File: src/sv/kcct_pkg.sv
package kcct_pkg;

  localparam int unsigned TABLE_ENTRIES_DEF = 256;

  localparam int unsigned IP_W     = 32;
  localparam int unsigned BUCKET_W = 2;
  localparam int unsigned CNT_W    = 32;
  localparam int unsigned STATUS_W = 3;
  localparam int unsigned PROTO_W  = 8;

  localparam logic [CNT_W-1:0]   COUNT_MAX = '1;
  localparam logic [PROTO_W-1:0] PNUM_TCP  = 8'd6;
  localparam logic [PROTO_W-1:0] PNUM_UDP  = 8'd17;

  localparam logic [BUCKET_W-1:0] BKT_TCP   = 2'd0;
  localparam logic [BUCKET_W-1:0] BKT_UDP   = 2'd1;
  localparam logic [BUCKET_W-1:0] BKT_OTHER = 2'd2;

  typedef enum logic [STATUS_W-1:0] {
    STS_INC    = 3'd0,
    STS_NEW    = 3'd1,
    STS_DEC    = 3'd2,
    STS_ABSENT = 3'd3,
    STS_FULL   = 3'd4
  } upd_status_t;

  typedef enum logic [1:0] {
    ST_CLEAR,
    ST_IDLE,
    ST_SCAN,
    ST_WRITE
  } ctrl_state_t;

  // key layout: ip in the low bits, then bucket, then direction
  typedef struct packed {
    logic                dir;
    logic [BUCKET_W-1:0] bucket;
    logic [IP_W-1:0]     ip;
  } key_t;

  typedef struct packed {
    logic             valid;
    key_t             key;
    logic [CNT_W-1:0] cnt;
  } entry_t;

  typedef struct packed {
    logic load;
    logic scan_start;
    logic scan_run;
    logic do_write;
    logic next_side;
    logic clr_run;
  } kcct_cmd_t;

  typedef struct packed {
    logic clr_last;
    logic scan_done;
    logic out_free;
    logic side_dst;
  } kcct_sts_t;

  function automatic logic [BUCKET_W-1:0] to_bucket(input logic [PROTO_W-1:0] proto);
    logic [BUCKET_W-1:0] b;
    if (proto == PNUM_TCP) begin
      b = BKT_TCP;
    end else if (proto == PNUM_UDP) begin
      b = BKT_UDP;
    end else begin
      b = BKT_OTHER;
    end
    return b;
  endfunction

endpackage

File: src/sv/kcct_ctrl.sv
module kcct_ctrl
  import kcct_pkg::*;
(
  input  logic      clk,
  input  logic      rst_n,
  input  logic      in_tvalid,
  output logic      in_tready,
  input  kcct_sts_t sts,
  output kcct_cmd_t cmd
);

  ctrl_state_t state_r, state_nxt;

  always_ff @(posedge clk) begin
    if (!rst_n) begin
      state_r <= ST_CLEAR;
    end else begin
      state_r <= state_nxt;
    end
  end

  always_comb begin
    state_nxt = state_r;
    unique case (state_r)
      ST_CLEAR: begin
        if (sts.clr_last) state_nxt = ST_IDLE;
      end
      ST_IDLE: begin
        if (in_tvalid) state_nxt = ST_SCAN;
      end
      ST_SCAN: begin
        if (sts.scan_done) state_nxt = ST_WRITE;
      end
      ST_WRITE: begin
        if (sts.out_free) begin
          state_nxt = sts.side_dst ? ST_IDLE : ST_SCAN;
        end
      end
      default: state_nxt = ST_CLEAR;
    endcase
  end

  always_comb begin
    cmd       = '0;
    in_tready = 1'b0;
    unique case (state_r)
      ST_CLEAR: begin
        cmd.clr_run = 1'b1;
      end
      ST_IDLE: begin
        in_tready      = 1'b1;
        cmd.load       = in_tvalid;
        cmd.scan_start = in_tvalid;
      end
      ST_SCAN: begin
        cmd.scan_run = !sts.scan_done;
      end
      ST_WRITE: begin
        if (sts.out_free) begin
          cmd.do_write = 1'b1;
          // source side done, go look up the destination key
          if (!sts.side_dst) begin
            cmd.next_side  = 1'b1;
            cmd.scan_start = 1'b1;
          end
        end
      end
      default: begin
        cmd = '0;
      end
    endcase
  end

endmodule

File: config.mk
export PLATFORM = sky130hd
export DESIGN_NAME = kcct_ctrl
export DESIGN_NICKNAME = d
export VERILOG_FILES = /design/src/sv/kcct_pkg.sv /design/src/sv/kcct_ctrl.sv
export SDC_FILE = /design/constraint.sdc
export NUM_CORES = 1
export LEC_CHECK = 0
export ABC_AREA = 1
export BUFFER_PORTS_ARGS = -buffer_cell sky130_fd_sc_hd__buf_2
export CORE_AREA = 5 5 42 44
export CTS_CLUSTER_DIAMETER = 30
export DETAILED_ROUTE_END_ITERATION = 12
export DIE_AREA = 0 0 47 49
export SYNTH_ARGS = -nofsm -noshare
export SYNTH_HDL_FRONTEND = slang
export SYNTH_SLANG_ARGS = --single-unit
File: constraint.sdc
create_clock -name clk -period 1.7 [get_ports clk]
set_input_delay 0.34 -clock clk [delete_from_list [all_inputs] [get_ports clk]]
set_output_delay 0.34 -clock clk [all_outputs]
set_load 0.05 [all_outputs]
==> impl_table.tex, run 1 <==
\begin{tabular}{lr}
\hline
Metric & Value \\
\hline
\multicolumn{2}{l}{\textbf{Finish}} \\
\quad Largest registers & state\_r (2) \\
\quad \# diodes & 0 \\
\quad Largest register FFs & 2 \\
\quad Final net count & 61 \\
\quad Largest register by flop count & state\_r \\
\quad Summed area of non-filler cells in the final layout & $\sim$320 um\^{}2 \\
\quad Fraction of final layout cells sized beyond drive strength 1 & 46.2\% \\
\quad Area growth syn-to-layout & 53.9\% \\
\quad Final cell utilization of the core & 22.9\% \\
\multicolumn{2}{l}{\textbf{Floorplanning}} \\
\quad Row cnt & 14 \\
\quad Floorplan core area & 1400 um\^{}2 \\
\quad Starting Density & between 10 and 15\% \\
\quad Number of placed I/O pins & 14 \\
\quad Die W & approximately 47 um \\
\quad Total Die Area & 2300 um\^{}2 \\
\quad Die Y & 49 um \\
\multicolumn{2}{l}{\textbf{Worst setup path}} \\
\quad Ordered cell list for the critical path & inv\_1 -> nand2\_1 -> nor2\_2 -> or2\_4 -> buf\_2 \\
\quad Critical Path Source Type & flip-flop \\
\quad Critical-path top delay cell & sky130\_fd\_sc\_hd\_\_dfxtp\_4 \\
\quad Category of the critical setup timing path & reg -> out \\
\quad Arrival time of data at the critical path endpoint & 1.25 ns \\
\quad WP data required & 1.36 ns \\
\quad Critical path endpoint category & primary output \\
\quad Biggest fanout along the worst timing path & 8 \\
\quad Largest stage delay, worst path & approximately 0.38 ns \\
\multicolumn{2}{l}{\textbf{STA}} \\
\quad Post-route fraction of the period consumed by the critical path & 93.7\% \\
\quad Setup repair after global routing missed its margin & no \\
\quad Final max-slew violation count & 0 \\
\quad Max frequency & 0.628 GHz \\
\quad Setup TNS & 0 ns \\
\quad Worst Skew & about 0.0017 ns \\
\quad Final hold violation count & 0 \\
\quad Time the worst path needs with I/O delays and setup & 1.59 ns \\
\quad Total setup violations reported at the end of the flow & 0 \\
\quad Max-slew headroom & 83.5\% \\
\quad Slew at the pin with the worst max-slew slack & 0.250 ns \\
\multicolumn{2}{l}{\textbf{Synthesis}} \\
\quad Flip-flop and latch count after synthesis & 2 \\
\quad Count leader, synth & sky130\_fd\_sc\_hd\_\_inv\_1 \\
\quad Primary FF master, synth & sky130\_fd\_sc\_hd\_\_dfxtp\_1 \\
\quad Post-synthesis async set-or-reset flop share & 0\% \\
\quad Dominant cells by area after synthesis & sky130\_fd\_sc\_hd\_\_dfxtp\_1 19\%, sky130\_fd\_sc\_hd\_\_inv\_1 18\%, sky130\_fd\_sc\_hd\_\_nand2\_1 16\%, sky130\_fd\_sc\_hd\_\_nand3\_1 9.6\%, sky130\_fd\_sc\_hd\_\_buf\_6 5.4\% \\
\quad Cell type with the highest aggregate area in the netlist & sky130\_fd\_sc\_hd\_\_dfxtp\_1 \\
\quad Area of the mapped netlist & 209 um\^{}2 \\
\quad Number of synthesis warnings & 0 \\
\quad Sequential fraction of the synthesis area & roughly a fifth \\
\quad Mean instance size in the synthesized netlist & 5.65 um\^{}2 \\
\quad Proportion of netlist area held by the largest area contributor & a little under a fifth \\
\quad EDFF count, synth & 0 \\
\quad Post-synth net total & 44 \\
\quad Cell count after synthesis & 37 \\
\quad Post-synth top cells & 10 x sky130\_fd\_sc\_hd\_\_inv\_1, 9 x sky130\_fd\_sc\_hd\_\_nand2\_1, 4 x sky130\_fd\_sc\_hd\_\_nand3\_1, 3 x sky130\_fd\_sc\_hd\_\_nor2\_1 \\
\quad Post-synth cell types & 13 \\
\multicolumn{2}{l}{\textbf{Clocking}} \\
\quad Later-pin clock latency in the skew report & about 0.23 ns \\
\quad CTS HTree Levels & 1 \\
\quad CTS tree & yes \\
\quad Max clock buf depth & 2 \\
\quad Inserted Clock Buffers & 3 \\
\quad Hold-fix buffers, CTS & 0 \\
\quad Clock Pin Slew Worst Setup and Hold Paths & 0.03 ns \\
\quad Clk sink count & 2 \\
\quad Root Driver & sky130\_fd\_sc\_hd\_\_clkbuf\_4 \\
\multicolumn{2}{l}{\textbf{Detailed routing}} \\
\quad Final WL & 538 um \\
\quad First-pass detailed-route iteration total & 5 \\
\quad Ratio of routed vias to standard cells & 3.82 \\
\quad Remaining antenna violation count & 0 \\
\quad Routed len/inst & 7.91 um \\
\quad Number of DRC markers after the initial detailed-route iteration & 8 \\
\quad Total DRC errors in the routed layout & 0 \\
\quad Vias after detailed routing & 260 \\
\multicolumn{2}{l}{\textbf{Global routing}} \\
\quad Global-route wire length before repair & 855 um \\
\quad Maximum number of pins on one net before global-route repair & 9 \\
\quad Via count of the first global-routing pass & 256 \\
\quad Residual overflow from global routing & 0 \\
\quad Number of antenna violations at the first check in global routing & 0 \\
\quad Global Route Usage Sum & 5.35\% \\
\multicolumn{2}{l}{\textbf{Power}} \\
\quad LEAKAGE & 0.221 nW \\
\quad Post-layout power & about 0.00044 W \\
\quad Peak supply drop & about 0.00029 V \\
\quad Cell area power density & 1360 nW/um\^{}2 \\
\multicolumn{2}{l}{\textbf{Worst hold path}} \\
\quad Tightest Hold Check Type & in -> reg \\
\multicolumn{2}{l}{\textbf{Status}} \\
\quad Status & finished clean \\
\multicolumn{2}{l}{\textbf{Placement}} \\
\quad Count of buffers inserted at the top-level ports & 13 \\
\quad Cell Area, Placed & 294 um\^{}2 \\
\quad Weighted congestion at the end of routability-driven global placement & about 0.67 \\
\quad Post-DP HPWL & 441 um \\
\multicolumn{2}{l}{\textbf{Flow run}} \\
\quad Number of max-capacitance violations reported & 0 \\
\hline
\end{tabular}
layout by cell type, fill, tap and decap left out:
cell type                  synthesis  routed
sky130_fd_sc_hd__a21oi_1           2       2
sky130_fd_sc_hd__buf_2             0      13
sky130_fd_sc_hd__clkbuf_4          0       3
sky130_fd_sc_hd__dfxtp_2           0       1
sky130_fd_sc_hd__dfxtp_4           0       1
sky130_fd_sc_hd__inv_1            10      10
sky130_fd_sc_hd__inv_2             1       1
sky130_fd_sc_hd__nand2_1           9       9
sky130_fd_sc_hd__nand3_1           4       4
sky130_fd_sc_hd__nand3b_2          1       1
sky130_fd_sc_hd__nor2_1            3       2
sky130_fd_sc_hd__nor2_2            1       2
sky130_fd_sc_hd__nor3_4            0       1
sky130_fd_sc_hd__o21bai_1          1       1
sky130_fd_sc_hd__or2_4             0       1
report_power, final:
part	switching (W)	internal, W
combinational	0.000169	0.0000664
sequential	0.0000241	0.0000639
clock	0.0000341	0.0000785
logic make-up after synthesis:
kind of cell           Yosys count  synth area share (%)
AOI/OAI and AO/OA                3                  8.38
buffers and inverters           12                  25.1
DFF                              2                  19.2
and+or+nand+nor                 20                  47.3
final timing paths:
check	from	to	slack (ns)	cells past startpoint
min	rst_n	state_r[0]$_SDFFE_PN0P_	0.31	3
min reg2reg	state_r[1]$_SDFFE_PN0P_	state_r[1]$_SDFFE_PN0P_	0.67	4
max	state_r[1]$_SDFFE_PN0P_	cmd[4]	0.11	5
max reg2reg	state_r[1]$_SDFFE_PN0P_	state_r[1]$_SDFFE_PN0P_	0.77	5
per-layer routing:
metal	vias to the layer above	share of wire, %	wire [um]	track usage, %
li1	142	-	-	-
met1	108	42	225	5.26
met2	10	45	240	7.69
met3	0	13	72	2.21
met4	0	0	0	5.53
met5	-	0	0	0
per-stage QoR:
stage / std cells / hold WS [ns] / setup slack (ns)
detailed placement: 65 / 0.548 / 0.219
global placement: 65 / 0.541 / 0.249
floorplan: 37 / 0.438 / 0.0428
global route: 68 / 0.336 / 0.0196
CTS: 68 / 0.307 / 0.0154
finish: 68 / 0.312 / 0.107
critical path: cells and delay by family, from the launching register on:
family                 cells  cell delay [ns]
DFF                        1             0.38
and+or+nand+nor            3             0.38
buffers and inverters      2             0.27
layout make-up:
| class | instances | area, um^2 |
|---|---|---|
| Clock buffer | 3 | 22.5 |
| Fill cell | 173 | 1080 |
| Inverter | 11 | 41.3 |
| Multi-Input combinational cell | 23 | 128 |
| Sequential cell | 2 | 45.0 |
| Tap cell | 16 | 20.0 |
| Timing Repair Buffer | 13 | 65.1 |
repair_timing:
action,in CTS,in global routing
buffers inserted,0,0
endpoints found under the setup margin,1,1
pin swaps,0,0
resized for setup,1,2
endpoints found under the hold margin,0,0
(Power assumes the default switching activity.)
==> run 2: changes to the inputs <==
==> constraint.sdc (replaced) <==
create_clock -name clk -period 1.7 [get_ports clk]
set_input_delay 0.34 -clock clk [delete_from_list [all_inputs] [get_ports clk]]
set_output_delay 0.34 -clock clk [all_outputs]
set_load 0.01 [all_outputs]
==> run 2 against run 1 <==
Global-route usage shrank 0.21 points. Sequential power shrank 2%. Combinational power shrank 41%. Routed wire length shrank 5.8%. Largest cell class unchanged. Worst hold slack gained 0.0073 ns. Sequential cell count is the same. Via count shrank 1.2%. Maximum frequency grew 4.6%. Clock skew is essentially flat.
==> impl_table.tex, run 2 (synthesis results as in run 1) <==
\begin{tabular}{lr}
\hline
Metric & Value \\
\hline
\multicolumn{2}{l}{\textbf{Status}} \\
\quad Status & finished clean \\
\multicolumn{2}{l}{\textbf{Detailed routing}} \\
\quad Vias after detailed routing & 257 \\
\quad Number of DRC markers after the initial detailed-route iteration & 5 \\
\quad Remaining antenna violation count & 0 \\
\quad Routed len/inst & around 7.5 um \\
\quad First-pass detailed-route iteration total & 4 \\
\quad Final WL & just over 500 um \\
\quad Total DRC errors in the routed layout & 0 \\
\quad Ratio of routed vias to standard cells & approximately 3.8 \\
\multicolumn{2}{l}{\textbf{Finish}} \\
\quad Largest register by flop count & state\_r \\
\quad Largest registers & state\_r (2) \\
\quad Fraction of final layout cells sized beyond drive strength 1 & between 40\% and 50\% \\
\quad Area growth syn-to-layout & 46.7\% \\
\quad Largest register FFs & 2 \\
\quad Final net count & 61 \\
\quad Summed area of non-filler cells in the final layout & 307 um\^{}2 \\
\quad \# diodes & 0 \\
\quad Leading cell type in the layout, fill and taps excluded & sky130\_fd\_sc\_hd\_\_buf\_2 \\
\quad Post-layout instance count excluding filler cells & 68 \\
\quad Commonest cells after routing, fill and taps aside & 13 x sky130\_fd\_sc\_hd\_\_buf\_2, 10 x sky130\_fd\_sc\_hd\_\_inv\_1, 9 x sky130\_fd\_sc\_hd\_\_nand2\_1, 4 x sky130\_fd\_sc\_hd\_\_nand3\_1 \\
\multicolumn{2}{l}{\textbf{Global routing}} \\
\quad Number of antenna violations at the first check in global routing & 0 \\
\quad Via count of the first global-routing pass & 217 \\
\quad Residual overflow from global routing & 0 \\
\quad Maximum number of pins on one net before global-route repair & 9 \\
\quad Global-route wire length before repair & 821 um \\
\quad Global Route Usage Sum & under 10\% \\
\multicolumn{2}{l}{\textbf{STA}} \\
\quad Slew at the pin with the worst max-slew slack & about 0.27 ns \\
\quad Total setup violations reported at the end of the flow & 0 \\
\quad Hold Slack & 0.319 ns \\
\quad Post-route fraction of the period consumed by the critical path & roughly nine tenths \\
\quad Final hold violation count & 0 \\
\quad Setup repair after global routing missed its margin & no \\
\quad Setup TNS & 0 ns \\
\quad Max frequency & 0.657 GHz \\
\quad Max-slew headroom & between 80\% and 90\% \\
\quad Final max-slew violation count & 0 \\
\quad Time the worst path needs with I/O delays and setup & $\sim$1.5 ns \\
\quad Worst Skew & 0.00203 ns \\
\multicolumn{2}{l}{\textbf{Power}} \\
\quad Peak supply drop & 0.000293 V \\
\quad LEAKAGE & 0.218 nW \\
\quad Post-layout power & between 0.0003 and 0.0004 W \\
\quad Cell area power density & about 1100 nW/um\^{}2 \\
\multicolumn{2}{l}{\textbf{Floorplanning}} \\
\quad Number of placed I/O pins & 14 \\
\quad Total Die Area & $\sim$2300 um\^{}2 \\
\quad Starting Density & 14.9\% \\
\quad Row cnt & 14 \\
\quad Die W & around 47 um \\
\quad Die Y & 49 um \\
\quad Floorplan core area & around 1400 um\^{}2 \\
\multicolumn{2}{l}{\textbf{Placement}} \\
\quad Count of buffers inserted at the top-level ports & 13 \\
\quad Post-DP HPWL & 430 um \\
\quad Cell Area, Placed & about 280 um\^{}2 \\
\quad Placed insts & 65 \\
\quad Weighted congestion at the end of routability-driven global placement & 0.650 \\
\multicolumn{2}{l}{\textbf{Clocking}} \\
\quad Later-pin clock latency in the skew report & $\sim$0.22 ns \\
\quad CTS tree & yes \\
\quad CTS HTree Levels & 1 \\
\quad Clock Pin Slew Worst Setup and Hold Paths & 0.03 ns \\
\quad Root Driver & sky130\_fd\_sc\_hd\_\_clkbuf\_4 \\
\quad Clk sink count & 2 \\
\quad Max clock buf depth & 2 \\
\quad Inserted Clock Buffers & 3 \\
\multicolumn{2}{l}{\textbf{Worst setup path}} \\
\quad Biggest fanout along the worst timing path & 8 \\
\quad Critical Path Source Type & flip-flop \\
\quad Largest stage delay, worst path & a little under 0.4 ns \\
\quad Arrival time of data at the critical path endpoint & 1.18 ns \\
\quad Critical-path top delay cell & sky130\_fd\_sc\_hd\_\_dfxtp\_2 \\
\quad WP data required & 1.36 ns \\
\quad Category of the critical setup timing path & reg -> out \\
\quad Critical path endpoint category & primary output \\
\quad Ordered cell list for the critical path & inv\_1 -> nand2\_1 -> nor2\_1 -> or2\_1 -> buf\_2 \\
\multicolumn{2}{l}{\textbf{Worst hold path}} \\
\quad Tightest Hold Check Type & in -> reg \\
\multicolumn{2}{l}{\textbf{Flow run}} \\
\quad Number of max-capacitance violations reported & 0 \\
\hline
\end{tabular}
-- run 2: cell count changes in the layout (fill, tap and decap cells not counted) --
cell                      delta
sky130_fd_sc_hd__dfxtp_1     +1
sky130_fd_sc_hd__dfxtp_4     -1
sky130_fd_sc_hd__nor2_1      +1
sky130_fd_sc_hd__nor2_2      -1
sky130_fd_sc_hd__nor3_2      +1
sky130_fd_sc_hd__nor3_4      -1
sky130_fd_sc_hd__or2_1       +1
sky130_fd_sc_hd__or2_4       -1
-- run 2: final cells by class --
| class | instances | area, um^2 |
|---|---|---|
| Tap cell | 16 | 20.0 |
| Clock buffer | 3 | 22.5 |
| Multi-Input combinational cell | 23 | 116 |
| Sequential cell | 2 | 41.3 |
| Fill cell | 166 | 1090 |
| Timing Repair Buffer | 13 | 65.1 |
| Inverter | 11 | 41.3 |
-- run 2: worst paths after layout --
kind / start / slack (ns) / cells after the start / to
max reg2reg: state_r[0]$_SDFFE_PN0P_ / 0.71 / 5 / state_r[1]$_SDFFE_PN0P_
min: rst_n / 0.32 / 3 / state_r[0]$_SDFFE_PN0P_
min reg2reg: state_r[1]$_SDFFE_PN0P_ / 0.69 / 4 / state_r[0]$_SDFFE_PN0P_
max: state_r[1]$_SDFFE_PN0P_ / 0.18 / 5 / cmd[4]
-- run 2: per-layer routing --
metal	global-route usage [%]	vias up	wire length [um]
met5	0	-	0
met4	1.38	0	0
met3	5.90	0	84
met2	6.11	12	204
met1	5.91	105	218
li1	-	140	-
-- run 2: critical path: cells and delay by family (launching register included) --
| family | cells | cell delay (ns) |
|---|---|---|
| buffers and inverters | 2 | 0.20 |
| and+or+nand+nor | 3 | 0.35 |
| DFF | 1 | 0.39 |
-- run 2: report_power, final --
| part | switching (W) | internal [W] | total (W) |
|---|---|---|---|
| registers | 0.0000255 | 0.0000609 | 0.0000864 |
| clock network | 0.0000265 | 0.0000778 | 0.000104 |
| logic | 0.0000780 | 0.0000618 | 0.000140 |
| total | 0.000130 | 0.000200 | 0.000330 |
-- run 2: per-stage QoR --
step,setup WS [ns],util [%]
after floorplan,0.448,-
after global placement,0.316,20.2
after CTS,0.0488,21.8
final,0.177,21.9
after detailed placement,0.296,20.2
after global routing,0.0367,21.9
-- run 2: repair_timing --
item | in CTS | in global routing
hold buffers | 0 | 0
endpoints found under the hold margin | 0 | 0
setup buffers | 0 | 0
resized for setup | 0 | 1
endpoints found under the setup margin | 0 | 1
